`src/rtl/rfu_pkg.sv`:
```
// shared sizes for the refraction and fresnel unit
// used by the divider, the square root and the top level
`timescale 1ns / 1ps

package rfu_pkg;

  // restoring divider: quotient bits, numerator and divisor widths
  localparam int DIV_Q_W   = 18;
  localparam int DIV_NUM_W = 52;
  localparam int DIV_DEN_W = 35;

  // integer square root: one result bit per stage
  localparam int SQ_STEPS  = 15;
  localparam int SQ_ARG_W  = 2 * SQ_STEPS - 1;

endpackage

```
`src/rtl/rfu_div.sv`:
```
// pipelined restoring divider, one quotient bit per stage
// depends on rfu_pkg; numerator must stay below den * 2^DIV_Q_W
`timescale 1ns / 1ps

module rfu_div (
  input  logic                          clk,
  input  logic                          adv,
  input  logic [rfu_pkg::DIV_NUM_W-1:0] mag,
  input  logic [rfu_pkg::DIV_DEN_W-1:0] den,
  output logic [rfu_pkg::DIV_Q_W-1:0]   quo
);
  import rfu_pkg::*;

  logic [DIV_NUM_W-1:0] rem   [1:DIV_Q_W-1];
  logic [DIV_DEN_W-1:0] dv    [1:DIV_Q_W-1];
  logic [DIV_Q_W-1:0]   qt    [1:DIV_Q_W];
  logic [DIV_NUM_W-1:0] cur_r [0:DIV_Q_W-1];
  logic [DIV_DEN_W-1:0] cur_d [0:DIV_Q_W-1];
  logic [DIV_Q_W-1:0]   cur_q [0:DIV_Q_W-1];
  logic [DIV_NUM_W-1:0] sh    [0:DIV_Q_W-1];

  always_comb begin
    cur_r[0] = mag;
    cur_d[0] = den;
    cur_q[0] = '0;
    for (int j = 1; j < DIV_Q_W; j++) begin
      cur_r[j] = rem[j];
      cur_d[j] = dv[j];
      cur_q[j] = qt[j];
    end
    for (int j = 0; j < DIV_Q_W; j++) begin
      sh[j] = DIV_NUM_W'(cur_d[j]) << (DIV_Q_W - 1 - j);
    end
  end

  always_ff @(posedge clk) begin
    if (adv) begin
      for (int j = 0; j < DIV_Q_W - 1; j++) begin
        if (cur_r[j] >= sh[j]) begin
          rem[j+1] <= cur_r[j] - sh[j];
        end else begin
          rem[j+1] <= cur_r[j];
        end
        dv[j+1] <= cur_d[j];
      end
      for (int j = 0; j < DIV_Q_W; j++) begin
        if (cur_r[j] >= sh[j]) begin
          qt[j+1] <= {cur_q[j][DIV_Q_W-2:0], 1'b1};
        end else begin
          qt[j+1] <= {cur_q[j][DIV_Q_W-2:0], 1'b0};
        end
      end
    end
  end

  assign quo = qt[DIV_Q_W];

endmodule

```
`config.mk`:
```
export PLATFORM = sky130hd
export DESIGN_NAME = rfu_div
export DESIGN_NICKNAME = d
export VERILOG_FILES = /design/src/rtl/rfu_pkg.sv /design/src/rtl/rfu_div.sv
export SDC_FILE = /design/constraint.sdc
export NUM_CORES = 2
export LEC_CHECK = 0
export CAP_MARGIN = 40
export CORE_UTILIZATION = 66
export DETAILED_ROUTE_END_ITERATION = 6
export DONT_BUFFER_PORTS = 1
export PLACE_DENSITY = 0.83
export SETUP_SLACK_MARGIN = 0.1
export SLEW_MARGIN = 10
export SYNTH_ARGS = -nofsm -noshare
export SYNTH_HDL_FRONTEND = slang
export SYNTH_SLANG_ARGS = --single-unit
```
`constraint.sdc`:
```
create_clock -name clk -period 8.4 [get_ports clk]
set_input_delay 0.42 -clock clk [delete_from_list [all_inputs] [get_ports clk]]
set_output_delay 0.42 -clock clk [all_outputs]
set_load 0.03 [all_outputs]
```
Word level (Yosys, flattened, before mapping)
Memory sizes are Yosys's and may differ from the RTL's.
Index checks and enable logic that the tools add are counted.
{"block": "op_classes", "addsub": 17, "order_cmp": 18, "n_mux": 145, "n_bitwise": 35}
{"cell": "2-to-1 mux 52 bit", "count": 17}
{"cell": "2-to-1 mux 18 bit", "count": 18}
{"cell": "2-to-1 mux 1 bit", "count": 110}
{"cell": "greater-or-equal comparator 52 x 35 -> 1 bit", "count": 1}
{"cell": "greater-or-equal comparator 52 x 36 -> 1 bit", "count": 1}
{"cell": "greater-or-equal comparator 52 x 37 -> 1 bit", "count": 1}
{"cell": "greater-or-equal comparator 52 x 38 -> 1 bit", "count": 1}
{"cell": "greater-or-equal comparator 52 x 39 -> 1 bit", "count": 1}
{"cell": "greater-or-equal comparator 52 x 40 -> 1 bit", "count": 1}
{"cell": "greater-or-equal comparator 52 x 41 -> 1 bit", "count": 1}
{"cell": "greater-or-equal comparator 52 x 42 -> 1 bit", "count": 1}
{"cell": "greater-or-equal comparator 52 x 43 -> 1 bit", "count": 1}
{"cell": "greater-or-equal comparator 52 x 44 -> 1 bit", "count": 1}
{"cell": "greater-or-equal comparator 52 x 45 -> 1 bit", "count": 1}
{"cell": "greater-or-equal comparator 52 x 46 -> 1 bit", "count": 1}
{"cell": "greater-or-equal comparator 52 x 47 -> 1 bit", "count": 1}
{"cell": "greater-or-equal comparator 52 x 48 -> 1 bit", "count": 1}
{"cell": "greater-or-equal comparator 52 x 49 -> 1 bit", "count": 1}
{"cell": "greater-or-equal comparator 52 x 50 -> 1 bit", "count": 1}
{"cell": "greater-or-equal comparator 52 x 51 -> 1 bit", "count": 1}
{"cell": "greater-or-equal comparator 52 bit", "count": 1}
{"cell": "subtractor 52 x 36 -> 52 bit", "count": 1}
{"cell": "subtractor 52 x 37 -> 52 bit", "count": 1}
{"cell": "subtractor 52 x 38 -> 52 bit", "count": 1}
{"cell": "15 further kinds", "count": 49}
{"block": "word_totals", "ff_bits": 0, "ram_bits": 1803, "input_bits": 89, "output_inout_bits": 18, "word_cells": 218, "n_memories": 3}
{"name": "rem", "depth": 17, "word_bits": 52, "rd": 17, "rd_ports_with_merged_regs": 0, "write_ports": 17, "line_no": "rfu_div.sv:14", "rtl": "logic [DIV_NUM_W-1:0] rem [1:DIV_Q_W-1];"}
{"name": "dv", "depth": 17, "word_bits": 35, "rd": 17, "rd_ports_with_merged_regs": 0, "write_ports": 17, "line_no": "rfu_div.sv:15", "rtl": "logic [DIV_DEN_W-1:0] dv [1:DIV_Q_W-1];"}
{"name": "qt", "depth": 18, "word_bits": 18, "rd": 18, "rd_ports_with_merged_regs": 0, "write_ports": 18, "line_no": "rfu_div.sv:16", "rtl": "logic [DIV_Q_W-1:0] qt [1:DIV_Q_W];"}

Logic depth before layout (Yosys ltp)
An unclocked memory read counts as a cell.
{"block": "depth", "depth_word": 6, "depth_mapped": 18, "ltp_nobuf": 16}

Worst setup path before layout
OpenSTA, ideal clock, no wires.
{"block": "synth_timing", "path_type": "register -> register", "from": "register, netlist name rem[0][68]", "to": "register, netlist name rem[0][128]", "setup_ps": 260, "arrival_time_ps": 3804, "t_required_ps": 8140, "slack_ps": 4337, "path_stages_with_launch": 18, "path_buffers": 1, "period_less_slack_ps": 4063, "cell_sequence": "edfxtp_1 inv_1 ha_1 inv_1 fa_1 a21o_1 a21oi_1 o21bai_1 a21oi_1 o221ai_1 a311o_1 a21oi_2 o21a_1 o41ai_1 a2111oi_2 o211ai_2 buf_2 mux2_2"}

==> flow_summary.json <==
{
  "status": "complete, but fails checks",
  "violations": "design-rule violations",
  "syn_to_final_growth_pct": 9.554,
  "cpMostUsedCell": "buf_16",
  "criticalPathCategory": "in -> reg",
  "tightest_slew_ns": 1.086,
  "crit_path_end_kind": "register",
  "synth_area_sq_mm": 0.09319,
  "clock-sinks": 1650,
  "hold_depth": 1,
  "coreArea_sq_mm": 0.1399,
  "seq_power_share": 0.370,
  "worstPathCellList": "buf_16 > buf_16 > buf_16 > buf_16 > buf_16 > buf_16 > buf_16 > nor4b_1 > o21ai_0 > o21bai_1 > nor3_2 > buf_12 > mux2_2",
  "stdcell_area_sq_mm": 0.1021,
  "vias": 65650,
  "fmax_ghz": 0.1671,
  "drc_errors": 1,
  "hold_viol_final": 0,
  "antenna_found_initial": 1,
  "pwr-share-comb": 0.416,
  "synth_cell_types": 85,
  "nets": 9361,
  "p_clk_frac": 0.214,
  "crit_start": "adv",
  "yosys.area.top_type_share": 0.5317,
  "synthTopCellsByArea": "edfxtp_1 (53%), ha_1 (8.5%), a21oi_1 (3.7%)",
  "clockBufferDepth": 3,
  "grt_overflow": 0,
  "power.density_mw_per_mm2": 348.0,
  "hp-class": "in -> reg",
  "cts-buffers-inserted": 172,
  "floorplan.rows": 137,
  "ant_nets": 0,
  "wl_met3_um": 8455,
  "htree_levels": 4,
  "drv_slew": 0,
  "p_int_w": 0.02240,
  "p_switching_w": 0.01312,
  "grt_max_degree": 286,
  "dpl-instance-area_sq_mm": 0.09545,
  "finalSetupViolCount": 0,
  "die_x_um": 377.8,
  "syn-num-nets": 9267,
  "maxSlewHeadroom": 0.2761,
  "clkLatencyLatePin_ns": 0.86,
  "final_common_cell": "edfxtp_1",
  "wl_met2_um": 119500,
  "critical_path_peak_fanout": 202,
  "arrival_ns": 6.55,
  "synth_edf_count": 1650,
  "fin_crit_sh": 0.7125,
  "p_leak_nw": 40.73,
  "n_antenna_cell": 0,
  "switching_share": 0.3694,
  "ys_warn_count": 0,
  "fin_hold_ws_ns": 0.03613,
  "cts_setup_buffers": 0,
  "grt_pass1_wl_um": 342800,
  "dp_hpwl_um": 157600,
  "routed.top_layer": "met4",
  "max_stage_delay_ns": 0.74,
  "skew_ns": 0.06298,
  "slowest_stage": "buf_16",
  "drive_gt1_frac": 0.05729,
  "cts-root-buf": "clkbuf_16",
  "hp-start": "adv",
  "hold_buffers": 88,
  "first_pass_iters": 7,
  "rr_worst_depth": 18,
  "vdd_drop_max_uv": 197.9,
  "layout_common_cells": "edfxtp_1 (1650), inv_1 (806), nand2_1 (757)",
  "required_ns": 8.96,
  "post_cts_resize_count": 0,
  "synthArstFlopShare": 0,
  "fin_util": 0.7299,
  "min_period_ns": 5.985,
  "syn-instance-count": 8531,
  "drt-initial-drc-count": 4634,
  "synth_top_area_cell": "edfxtp_1",
  "r2r_end": "rem[0][126]",
  "routedWlPerCell_um": 20.66,
  "seq_area_frac_synth": 0.5317,
  "initial_core_util": 0.6663,
  "grt.total_usage": 0.3069,
  "syn-mean-instance-area_sq_um": 10.92,
  "place.gp.congestion": 1.028,
  "synth_flop_cell": "edfxtp_1",
  "io_buffers": 0,
  "ioPinCount": 107,
  "cts_tree": "built",
  "vias_per_cell": 6.171,
  "ys_ff_latch": 1650,
  "m1WireLength_um": 72560,
  "die_y_um": 377.8,
  "cts.clk_slew.worst_paths_ns": 0.06,
  "worstSetupStartpointType": "primary input",
  "rsz0062_at_grt": "false",
  "worstReg2RegStart": "rem[0][68]",
  "grt_pass1_vias": 67010,
  "drt_wl_total_um": 219800,
  "cap_violations": 0,
  "die_area_sq_mm": 0.1427,
  "fin_tns_setup_ns": 0,
  "reg2reg_setup_slack_ns": 2.89,
  "min_to": "rem[0][203]"
}
[layout make-up]
type	count	area [sq um]
flip-flops and latches	1650	49550
multi-input cells	5835	39820
fillers	9219	37780
clock buffers	209	4464
inverters	807	3029
well taps	1876	2347
repair buffers	159	1714
clock inverters	102	1172
[flip-flops by register name (all words and copies together), names as in the netlist]
| signal | cells |
|---|---|
| qt | 171 |
| dv | 595 |
| rem | 884 |
[cell usage after synthesis (all sizes together), types with 125 or more instances]
cell,instances
edfxtp,1650
inv,806
nand2,757
a21oi,698
o21ai,641
ha,630
nor2,445
a21o,394
xnor2,377
xor2,267
clkbuf,211
nand3,136
mux2,125
[power by group through the flow]
stage | Combinational (W) | Sequential (W) | Clock, W
floorplan | 0.0111 | 0.0128 | 0
global placement | 0.0139 | 0.0132 | 0
detailed placement | 0.0143 | 0.0132 | 0
CTS | 0.0145 | 0.0131 | 0.00768
global route | 0.0163 | 0.0133 | 0.00800
finish | 0.0148 | 0.0131 | 0.00761
[kinds of logic (layout without fill, tap and decap cells)]
logic type | Yosys count | count (layout) | synth area share
AND/OR/NAND/NOR | 2105 | 2105 | 0.1087
adder cells (fa/ha/maj) | 647 | 647 | 0.08823
multiplexers | 132 | 132 | 0.01586
flip-flops | 1650 | 1650 | 0.5317
XOR/XNOR | 644 | 644 | 0.06052
buffers and inverters | 1046 | 1277 | 0.04239
AO/OA/AOI/OAI | 2307 | 2307 | 0.1527
[critical path: cells and delay by family]
family,cells,cell delay [ns]
AND/OR/NAND/NOR,2,0.59
AO/OA/AOI/OAI,2,0.32
multiplexers,1,0.36
buffers and inverters,8,4.24
[per-stage QoR]
stage | setup WS (ns) | total power (W) | cells
6_report | 2.415 | 0.03553 | 10640
5_1_grt | 1.947 | 0.03757 | 10640
4_1_cts | 1.157 | 0.03532 | 10630
3_5_place_dp | 0.3077 | 0.02758 | 10240
3_3_place_gp | 0.5322 | 0.02713 | 10220
2_1_floorplan | 4.337 | 0.02392 | 8531
[how the worst max path moves through the flow]
stage                     depth (start not counted)          end
after global placement                           16  rem[0][931]
after global routing                             13  rem[0][786]
final                                            13  rem[0][791]
after CTS                                        16  rem[0][931]
after detailed placement                         16  rem[0][931]
after floorplan                                  17  rem[0][128]
[metal layers]
metal / up-vias / track usage
met5: - / 0
met4: 0 / 0.2461
li1: 31390 / -
met1: 31110 / 0.2796
met2: 2282 / 0.6010
met3: 872 / 0.03692
Note: power is estimated with default switching activity, not from simulation.
