### config.mk
export PLATFORM = sky130hd
export DESIGN_NAME = rfu_sqrt
export DESIGN_NICKNAME = d
export VERILOG_FILES = /design/src/rtl/rfu_pkg.sv /design/src/rtl/rfu_sqrt.sv
export SDC_FILE = /design/constraint.sdc
export NUM_CORES = 1
export LEC_CHECK = 0
export BUFFER_PORTS_ARGS = -buffer_cell sky130_fd_sc_hd__clkbuf_2
export CAP_MARGIN = 10
export CORE_MARGIN = 5
export CORE_UTILIZATION = 32
export DETAILED_ROUTE_END_ITERATION = 10
export PLACE_DENSITY = 0.5
export SYNTH_ARGS = -nofsm -noshare
export SYNTH_HDL_FRONTEND = slang
export SYNTH_SLANG_ARGS = --single-unit
### constraint.sdc
create_clock -name clk -period 4.15 [get_ports clk]
set_input_delay 1.245 -clock clk [delete_from_list [all_inputs] [get_ports clk]]
set_output_delay 1.245 -clock clk [all_outputs]
set_load 0.02 [all_outputs]
### src/rtl/rfu_pkg.sv
// shared sizes for the refraction and fresnel unit
// used by the divider, the square root and the top level
`timescale 1ns / 1ps

package rfu_pkg;

  // restoring divider: quotient bits, numerator and divisor widths
  localparam int DIV_Q_W   = 18;
  localparam int DIV_NUM_W = 52;
  localparam int DIV_DEN_W = 35;

  // integer square root: one result bit per stage
  localparam int SQ_STEPS  = 15;
  localparam int SQ_ARG_W  = 2 * SQ_STEPS - 1;

endpackage

### src/rtl/rfu_sqrt.sv
// pipelined integer square root, floor of the root, one bit per stage
// depends on rfu_pkg
`timescale 1ns / 1ps

module rfu_sqrt (
  input  logic                         clk,
  input  logic                         adv,
  input  logic [rfu_pkg::SQ_ARG_W-1:0] arg,
  output logic [rfu_pkg::SQ_STEPS-1:0] root
);
  import rfu_pkg::*;

  localparam int SQ_W = SQ_ARG_W + 1;

  logic [SQ_W-1:0] xr    [1:SQ_STEPS-1];
  logic [SQ_W-1:0] rr    [1:SQ_STEPS];
  logic [SQ_W-1:0] cur_x [0:SQ_STEPS-1];
  logic [SQ_W-1:0] cur_r [0:SQ_STEPS-1];
  logic [SQ_W-1:0] bitv  [0:SQ_STEPS-1];
  logic [SQ_W-1:0] trial [0:SQ_STEPS-1];

  always_comb begin
    cur_x[0] = SQ_W'(arg);
    cur_r[0] = '0;
    for (int j = 1; j < SQ_STEPS; j++) begin
      cur_x[j] = xr[j];
      cur_r[j] = rr[j];
    end
    for (int j = 0; j < SQ_STEPS; j++) begin
      bitv[j]  = SQ_W'(1) << (2 * (SQ_STEPS - 1 - j));
      trial[j] = cur_r[j] + bitv[j];
    end
  end

  always_ff @(posedge clk) begin
    if (adv) begin
      for (int j = 0; j < SQ_STEPS - 1; j++) begin
        if (cur_x[j] >= trial[j]) begin
          xr[j+1] <= cur_x[j] - trial[j];
        end else begin
          xr[j+1] <= cur_x[j];
        end
      end
      for (int j = 0; j < SQ_STEPS; j++) begin
        if (cur_x[j] >= trial[j]) begin
          rr[j+1] <= (cur_r[j] >> 1) + bitv[j];
        end else begin
          rr[j+1] <= cur_r[j] >> 1;
        end
      end
    end
  end

  assign root = rr[SQ_STEPS][SQ_STEPS-1:0];

endmodule

Word level (Yosys, flattened, before mapping)

Memories as Yosys holds them, arrays and structs flattened.
Index checks and enable logic that the tools add are counted.

Flip-flop bits (word level): 0
Memory bits (writable): 870
Output and inout port bits: 15
Logic and storage cells: 207
Memories kept: 2

Add/subtract/negate cells: 42
$lt $le $gt $ge: 15
Multiplexer cells: 119
Bitwise gates (word level): 29

Memory list:

| memory | depth | width | read ports | clocked after Yosys merged registers in | wr ports | RTL line       | RTL |
|---|---|---|---|---|---|---|---|
| rr     | 15    | 30    | 15         | 0                                       | 15       | rfu_sqrt.sv:16 | `logic [SQ_W-1:0] rr [1:SQ_STEPS];` |
| xr     | 14    | 30    | 14         | 0                                       | 14       | rfu_sqrt.sv:15 | `logic [SQ_W-1:0] xr [1:SQ_STEPS-1];` |

Operator list:

| kind                                           | number |
|---|---|
| two-way mux 30 bit                             | 29 |
| greater-or-equal comparator 30 bit             | 14 |
| subtractor 30 bit                              | 13 |
| two-way mux 1 bit                              | 90 |
| adder 29 x 1 -> 30 bit, second input constant  | 1 |
| adder 29 x 11 -> 30 bit, second input constant | 1 |
| adder 29 x 13 -> 30 bit, second input constant | 1 |
| adder 29 x 15 -> 30 bit, second input constant | 1 |
| adder 29 x 17 -> 30 bit, second input constant | 1 |
| adder 29 x 19 -> 30 bit, second input constant | 1 |
| adder 29 x 21 -> 30 bit, second input constant | 1 |
| adder 29 x 23 -> 30 bit, second input constant | 1 |
| adder 29 x 25 -> 30 bit, second input constant | 1 |
| adder 29 x 27 -> 30 bit, second input constant | 1 |
| adder 29 x 3 -> 30 bit, second input constant  | 1 |
| adder 29 x 5 -> 30 bit, second input constant  | 1 |
| adder 29 x 7 -> 30 bit, second input constant  | 1 |
| adder 29 x 9 -> 30 bit, second input constant  | 1 |
| adder 30 x 1 -> 30 bit, second input constant  | 1 |
| adder 30 x 11 -> 30 bit, second input constant | 1 |
| adder 30 x 13 -> 30 bit, second input constant | 1 |
| adder 30 x 15 -> 30 bit, second input constant | 1 |
| adder 30 x 17 -> 30 bit, second input constant | 1 |
| adder 30 x 19 -> 30 bit, second input constant | 1 |
| 11 further kinds                               | 39 |

Depth between registers and ports, before layout

Gate-level depths: netlist of the first run.
An unclocked memory read counts as a cell.

Word-level depth: 7
Mapped depth: 12
Gate-level depth less buffers: 11

Worst setup path after synthesis of the first run

No wires, ideal clock.

Kind: input to register
Start point: input port adv
End point: register, netlist name rr[0][422]
Setup time: 416 ps
Data arrival time: 2879 ps
Data required time: 3734 ps
Slack: 854 ps
Stages: 3
Buffers on the path: 3
Cell sequence: clkbuf_8 clkbuf_1 clkbuf_1

RTL lines:

| element     | RTL line      | RTL |
|---|---|---|
| from (decl) | rfu_sqrt.sv:7 | `input logic adv,` |

==> run summary, run 1 <==
clk root buf = clkbuf_16
Vias = 14600
hpwl dp = 35700 um
RSZ-0062 raised after global routing = false
die area = 84800 um^2
ANT nets after route = 0
vias in the first global route = 15500
GRT Total Usage = 11.2%
count leader, synth = edfxtp_1
final setup fails = 0
Area contributors post-synth = edfxtp_1, ha_1, xnor2_1
Site Rows = 103
Netlist Area Pre-Place = 25300 um^2
Critical R2R Launch = xr[0][397]
Slew Limit Fails = 0
crit path DAT = 3.73 ns
Tot Pwr = 14.3 mW
worst min-delay path class = reg -> reg
# hold bufs at CTS = 0
Worst-Margin Slew = 0.957 ns
Yosys reg bits = 540
Synth Area per Inst = 13.2 um^2
crit path from = xr[0][397]
routed vias/inst = 4.71
P per Cell Area = 496 nW/um^2
Sw Ratio = 25.7%
sw power = 3.66 mW
Area Growth Syn to Fin = 13.6%
Reg2Reg Depth = 9
global-route wire length before repair = 76900 um
clock buffer count from CTS = 58
gpl congestion = 0.876
Seq pwr share = 50.2%
sequential share of the synthesized area = 64.1%
prevailing post-synth register cell = edfxtp_1
dominant cell type by area after synthesis = edfxtp_1
clk_lat worst skew = 0.64 ns
Layout Skew = 0.0404 ns
Comb pwr share = 14.2%
Int Power = 10.6 mW
Setup TNS Final = 0 ns
global route overflow = 0
reg2reg setup slack = 0.78 ns
post-cts gate resize count = 0
LEAKAGE = 10.7 nW
share of the synthesized area in the top cell type = 64.1%
H-tree depth = 2
width of the die = 291 um
crit share post-route = 81.3%
DRT iter0 DRCs = 610
starting density of the core = 32.1%
CP Class = reg -> reg
DR pass1 iterations = 5
hold_ws = 0.442 ns
crit path capture type = flip-flop
critical path required time = 4.51 ns
endpoints failing hold = 0
CP Launch Type = flip-flop
Final min period = 3.37 ns
Max-Cap Viols = 0
Cells after Synth = 1924
Final nets = 2173
post-CTS setup repair buffer count = 0
EDFF count, synth = 540
IO Count = 46
core area = 78700 um^2
worst vdd ir = 0.000335 V
share of layout cells above drive strength 1 = 9.17%
Max FO, Critical Path = 9
IO buf count = 45
asr flop ratio synth = 0%
clk slew on worst S/H paths = 0.06 ns
Yosys warnings = 0
CP Capture Point = xr[0][443]
n_diodes = 0
Synth cell types = 84
# DRC = 0
largest net degree at the start of global routing = 148
placed inst area = 26900 um^2
synth cell count leaders = edfxtp_1, inv_1, ha_1
status = complete, no violations
fmax = 296 MHz
antenna violations before repair = 0
DIE HEIGHT = 291 um
final wirelength = 47800 um
Clock power frac = 35.6%
CTS tree = done
Crit Reg-Reg Endpoint = xr[0][443]
drt wl/cell = 15.4 um
synthesized net count = 2086
fin area = 28800 um^2
CTS Buffer Depth = 3
Slew HR = 35.3%
clk sink count = 540
## sequential cells by signal (all words and copies together), names as in the netlist
register,flops
rr,120
xr,420
## layer usage
layer  vias up  global-route usage (%)  routed length [um]
met5         -                       0                   0
met4         0                    5.89                2590
met3       128                    1.93                1620
met2       253                    22.7               26900
met1      6928                    10.4               16700
li1       7333                       -                   -
## metrics by stage
step           worst slack (ns)  utilization (%)  std cells
4_1_cts                   0.823             36.5       3110
2_1_floorplan             0.854                -       1924
6_report                  0.776             36.5       3110
5_1_grt                   0.721             36.5       3110
3_5_place_dp              0.588             34.1       3001
3_3_place_gp              0.554             34.1       3001
## logic make-up (layout without fill, tap and decap cells)
logic type	count (synthesis)	after routing	synth area share [%]
flops	540	540	64.1
fa+ha+maj	131	131	6.48
compound gates	330	330	8.09
xor+xnor	173	173	5.99
buf+inv	193	329	3.08
simple gates	539	539	11.5
mux	18	18	0.816
## worst max-delay path, stage by stage (launching register included)
cell,delay [ns]
edfxtp_1,0.39
ha_1,0.39
a211oi_1,0.28
nor2_1,0.10
o41ai_1,0.84
and4_1,0.64
a221oi_2,0.12
nand3_2,0.15
nor2_1,0.06
xor2_1,0.15
## power groups by stage
stage / combinational, mW / sequential, mW / clock, mW
after floorplan: 1.59 / 7.15 / 0
after CTS: 2.05 / 7.17 / 5.27
after global placement: 1.99 / 7.27 / 0
after global routing: 2.26 / 7.24 / 5.52
after detailed placement: 2.04 / 7.28 / 0
final: 2.03 / 7.16 / 5.09
## cell usage in the layout, fill, tap and decap left out, types with 7 or more instances in the layout
| master | netlist | routed |
|---|---|---|
| a21oi_1 | 105 | 105 |
| inv_1 | 151 | 151 |
| o21a_1 | 25 | 25 |
| clkbuf_16 | 0 | 58 |
| or3_1 | 18 | 18 |
| nand3_1 | 35 | 35 |
| mux2_2 | 10 | 10 |
| clkbuf_2 | 0 | 44 |
| o21bai_1 | 7 | 7 |
| o31ai_1 | 8 | 7 |
| buf_4 | 1 | 21 |
| clkinv_2 | 0 | 14 |
| xnor2_1 | 91 | 91 |
| nand2_1 | 107 | 107 |
| and2_1 | 7 | 7 |
| o21ai_0 | 88 | 88 |
| clkbuf_1 | 23 | 9 |
| nor4b_1 | 13 | 13 |
| nand2b_1 | 29 | 29 |
| a21o_1 | 30 | 30 |
| a31oi_1 | 11 | 11 |
| nand3b_1 | 9 | 9 |
| o21ai_1 | 7 | 7 |
| or4_1 | 12 | 12 |
| nand4b_1 | 12 | 12 |
| nor2b_1 | 17 | 17 |
| nor4_1 | 44 | 44 |
| o211ai_1 | 7 | 7 |
| clkinv_1 | 0 | 16 |
| ha_1 | 131 | 131 |
| edfxtp_1 | 540 | 540 |
| nor3_1 | 48 | 48 |
| nor2_1 | 122 | 122 |
| nand4_1 | 24 | 24 |
| xor2_1 | 82 | 82 |
## cell type report
cell class	count	area, um^2
clock buffers	67	1490
clock inverters	42	424
fillers	7517	50000
inverters	152	571
multi-input cells	1191	8320
flip-flops and latches	540	16200
well taps	1050	1310
repair buffers	68	433
## worst min-delay path by stage
stage                      end  depth (start not counted)  slack, ns  startpoint
finish              xr[0][123]                          0       0.44   xr[0][93]
global route        xr[0][120]                          0       0.45   xr[0][90]
CTS                 xr[0][123]                          0       0.44   xr[0][93]
detailed placement  xr[0][113]                          0       0.43   xr[0][83]
global placement    xr[0][151]                          0       0.43  xr[0][121]
floorplan           xr[0][150]                          0       0.42  xr[0][120]
Power figures use the tool's default switching activity.
==> inputs of run 2 (changes only) <==
--- a/config.mk
+++ b/config.mk
@@ -5,12 +5,13 @@
 export SDC_FILE = /design/constraint.sdc
 export NUM_CORES = 1
 export LEC_CHECK = 0
+export ABC_AREA = 1
 export BUFFER_PORTS_ARGS = -buffer_cell sky130_fd_sc_hd__clkbuf_2
 export CAP_MARGIN = 10
 export CORE_MARGIN = 5
 export CORE_UTILIZATION = 32
 export DETAILED_ROUTE_END_ITERATION = 10
-export PLACE_DENSITY = 0.5
+export PLACE_DENSITY = 0.52
 export SYNTH_ARGS = -nofsm -noshare
 export SYNTH_HDL_FRONTEND = slang
 export SYNTH_SLANG_ARGS = --single-unit
==> constraint.sdc (replaced) <==
create_clock -name clk -period 3.07 [get_ports clk]
set_input_delay 0.921 -clock clk [delete_from_list [all_inputs] [get_ports clk]]
set_output_delay 0.921 -clock clk [all_outputs]
set_load 0.02 [all_outputs]
==> run summary, run 2 <==
Max-Cap Viols = 0
IO Count = 46
crit path capture type = flip-flop
IO buf count = 45
largest reg by FF count = xr
die area = 101000 um^2
Area Growth Syn to Fin = 12.3%
antenna violations before repair = 0
pre-CTS setup slack = 0.347 ns
global-route wire length before repair = 119000 um
final wirelength = 76300 um
RSZ-0062 raised after global routing = false
Final min period = 2.59 ns
clk sink count = 540
sequential share of the synthesized area = 53.7%
# hold bufs at CTS = 0
Area contributors post-synth = edfxtp_1, nand2_1, inv_1
clock buffer count from CTS = 60
Setup TNS Final = 0 ns
core area = 93500 um^2
largest net degree at the start of global routing = 85
DIE HEIGHT = 317 um
prevailing post-synth register cell = edfxtp_1
critical path required time = 3.49 ns
endpoints failing hold = 0
clk slew on worst S/H paths = 0.06 ns
n_diodes = 0
Synth cell types = 49
worst min-delay path class = in -> reg
CTS Buffer Depth = 3
Vias = 22000
CP Class = reg -> reg
Max FO, Critical Path = 16
LEAKAGE = 15.0 nW
GRT Total Usage = 15.1%
final std cells w/o fill = 4862
most frequent cells in the layout = nand2_1, inv_1, edfxtp_1, nor2_1, nand3_1
Final nets = 3729
global route overflow = 0
status = complete, no violations
Worst-Margin Slew = 0.696 ns
CP Launch Type = flip-flop
EDFF count, synth = 540
share of the synthesized area in the top cell type = 53.7%
fmax = 387 MHz
vias in the first global route = 21400
Synth Area per Inst = 8.70 um^2
drt wl/cell = 15.7 um
H-tree depth = 2
count leader, synth = nand2_1
Yosys warnings = 0
gpl congestion = 0.913
clk root buf = clkbuf_16
DRT iter0 DRCs = 1399
synth cell count leaders = nand2_1, inv_1, edfxtp_1
final setup fails = 0
Netlist Area Pre-Place = 30200 um^2
Slew HR = 53.1%
# DRC = 0
crit path DAT = 3.00 ns
clk_lat worst skew = 0.67 ns
width of the die = 317 um
post-CTS setup repair buffer count = 0
starting density of the core = 32.3%
Site Rows = 112
ANT nets after route = 0
Yosys reg bits = 540
dpl cells = 4759
Final WS setup = 0.485 ns
Cells after Synth = 3472
Slew Limit Fails = 0
Top Registers = xr (420), rr (120)
Int Power = 14.5 mW
share of layout cells above drive strength 1 = 6.35%
leading cell type in the layout, fill and taps excluded = nand2_1
asr flop ratio synth = 0%
Layout Skew = 0.0440 ns
crit share post-route = 84.2%
Sw Ratio = 30.5%
Comb pwr share = 19.7%
sw power = 6.38 mW
P per Cell Area = 616 nW/um^2
Clock power frac = 33.5%
max reg flops = 420
post-cts gate resize count = 0
Seq pwr share = 46.8%
dominant cell type by area after synthesis = edfxtp_1
synthesized net count = 3634
total of fill cells in the finished design = 9547
hpwl dp = 61000 um
routed vias/inst = 4.52
CTS tree = done
worst vdd ir = 0.000497 V
DR pass1 iterations = 6
[run 2: cell type report]
class	instances	area, um^2	share of cell area [%]
Tap cell	1254	1570	4.62
Clock buffer	69	1540	4.52
Sequential cell	540	16200	47.8
Multi-Input combinational cell	2294	11500	33.9
Inverter	602	2260	6.67
Clock inverter	34	360	1.06
Timing Repair Buffer	69	490	1.45
[run 2: metal layers]
metal / routed length [um] / vias to the layer above / global-route usage [%]
met5: 0 / - / 0
met4: 2540 / 0 / 5.16
met3: 3470 / 141 / 2.44
met2: 36300 / 458 / 26.1
met1: 33900 / 9971 / 19.4
li1: - / 11400 / -
[run 2: kinds of logic (layout without fill, tap and decap cells)]
| family | count (synthesis) | in the layout | share of synthesized area [%] |
|---|---|---|---|
| AOI/OAI and AO/OA | 194 | 194 | 3.64 |
| adders and majority gates | 131 | 131 | 5.42 |
| buffers and inverters | 638 | 774 | 8.26 |
| and+or+nand+nor | 1869 | 1869 | 26.1 |
| xor gates and xnor gates | 100 | 100 | 2.90 |
| DFF | 540 | 540 | 53.7 |
[run 2: power by group through the flow]
stage | Sequential (mW) | Clock [mW] | Combinational [mW]
3_3_place_gp | 9.95 | 0 | 4.13
5_1_grt | 9.85 | 7.55 | 4.74
2_1_floorplan | 9.59 | 0 | 3.12
3_5_place_dp | 9.94 | 0 | 4.13
6_report | 9.78 | 7.01 | 4.12
4_1_cts | 9.79 | 7.26 | 4.15
[run 2: metrics by stage]
step / total power, mW / hold WS [ns] / util (%) / area [um^2]
floorplan: 12.7 / 0.417 / - / 30200
global placement: 14.1 / 0.424 / 34.3 / 32000
detailed placement: 14.1 / 0.426 / 34.3 / 32000
CTS: 21.2 / 0.360 / 36.3 / 33900
global route: 22.1 / 0.374 / 36.3 / 33900
finish: 20.9 / 0.426 / 36.3 / 33900
[run 2: final timing paths]
path	startpoint	end	slack, ns	cells after the start
worst min register to register	xr[0][361]	xr[0][391]	0.43	0
worst max-delay path	xr[0][377]	xr[0][405]	0.48	9
worst max register to register	xr[0][377]	xr[0][405]	0.48	9
worst min-delay path	arg[19]	xr[0][49]	0.43	1
[run 2: critical path, stage by stage (launching register included)]
cell      delay (ns)
edfxtp_1        0.45
ha_1            0.41
a21oi_1         0.30
nand2_1         0.16
a21oi_4         0.20
nand3_4         0.14
nor2_4          0.33
inv_1           0.19
nand2_1         0.11
nand2_1         0.05
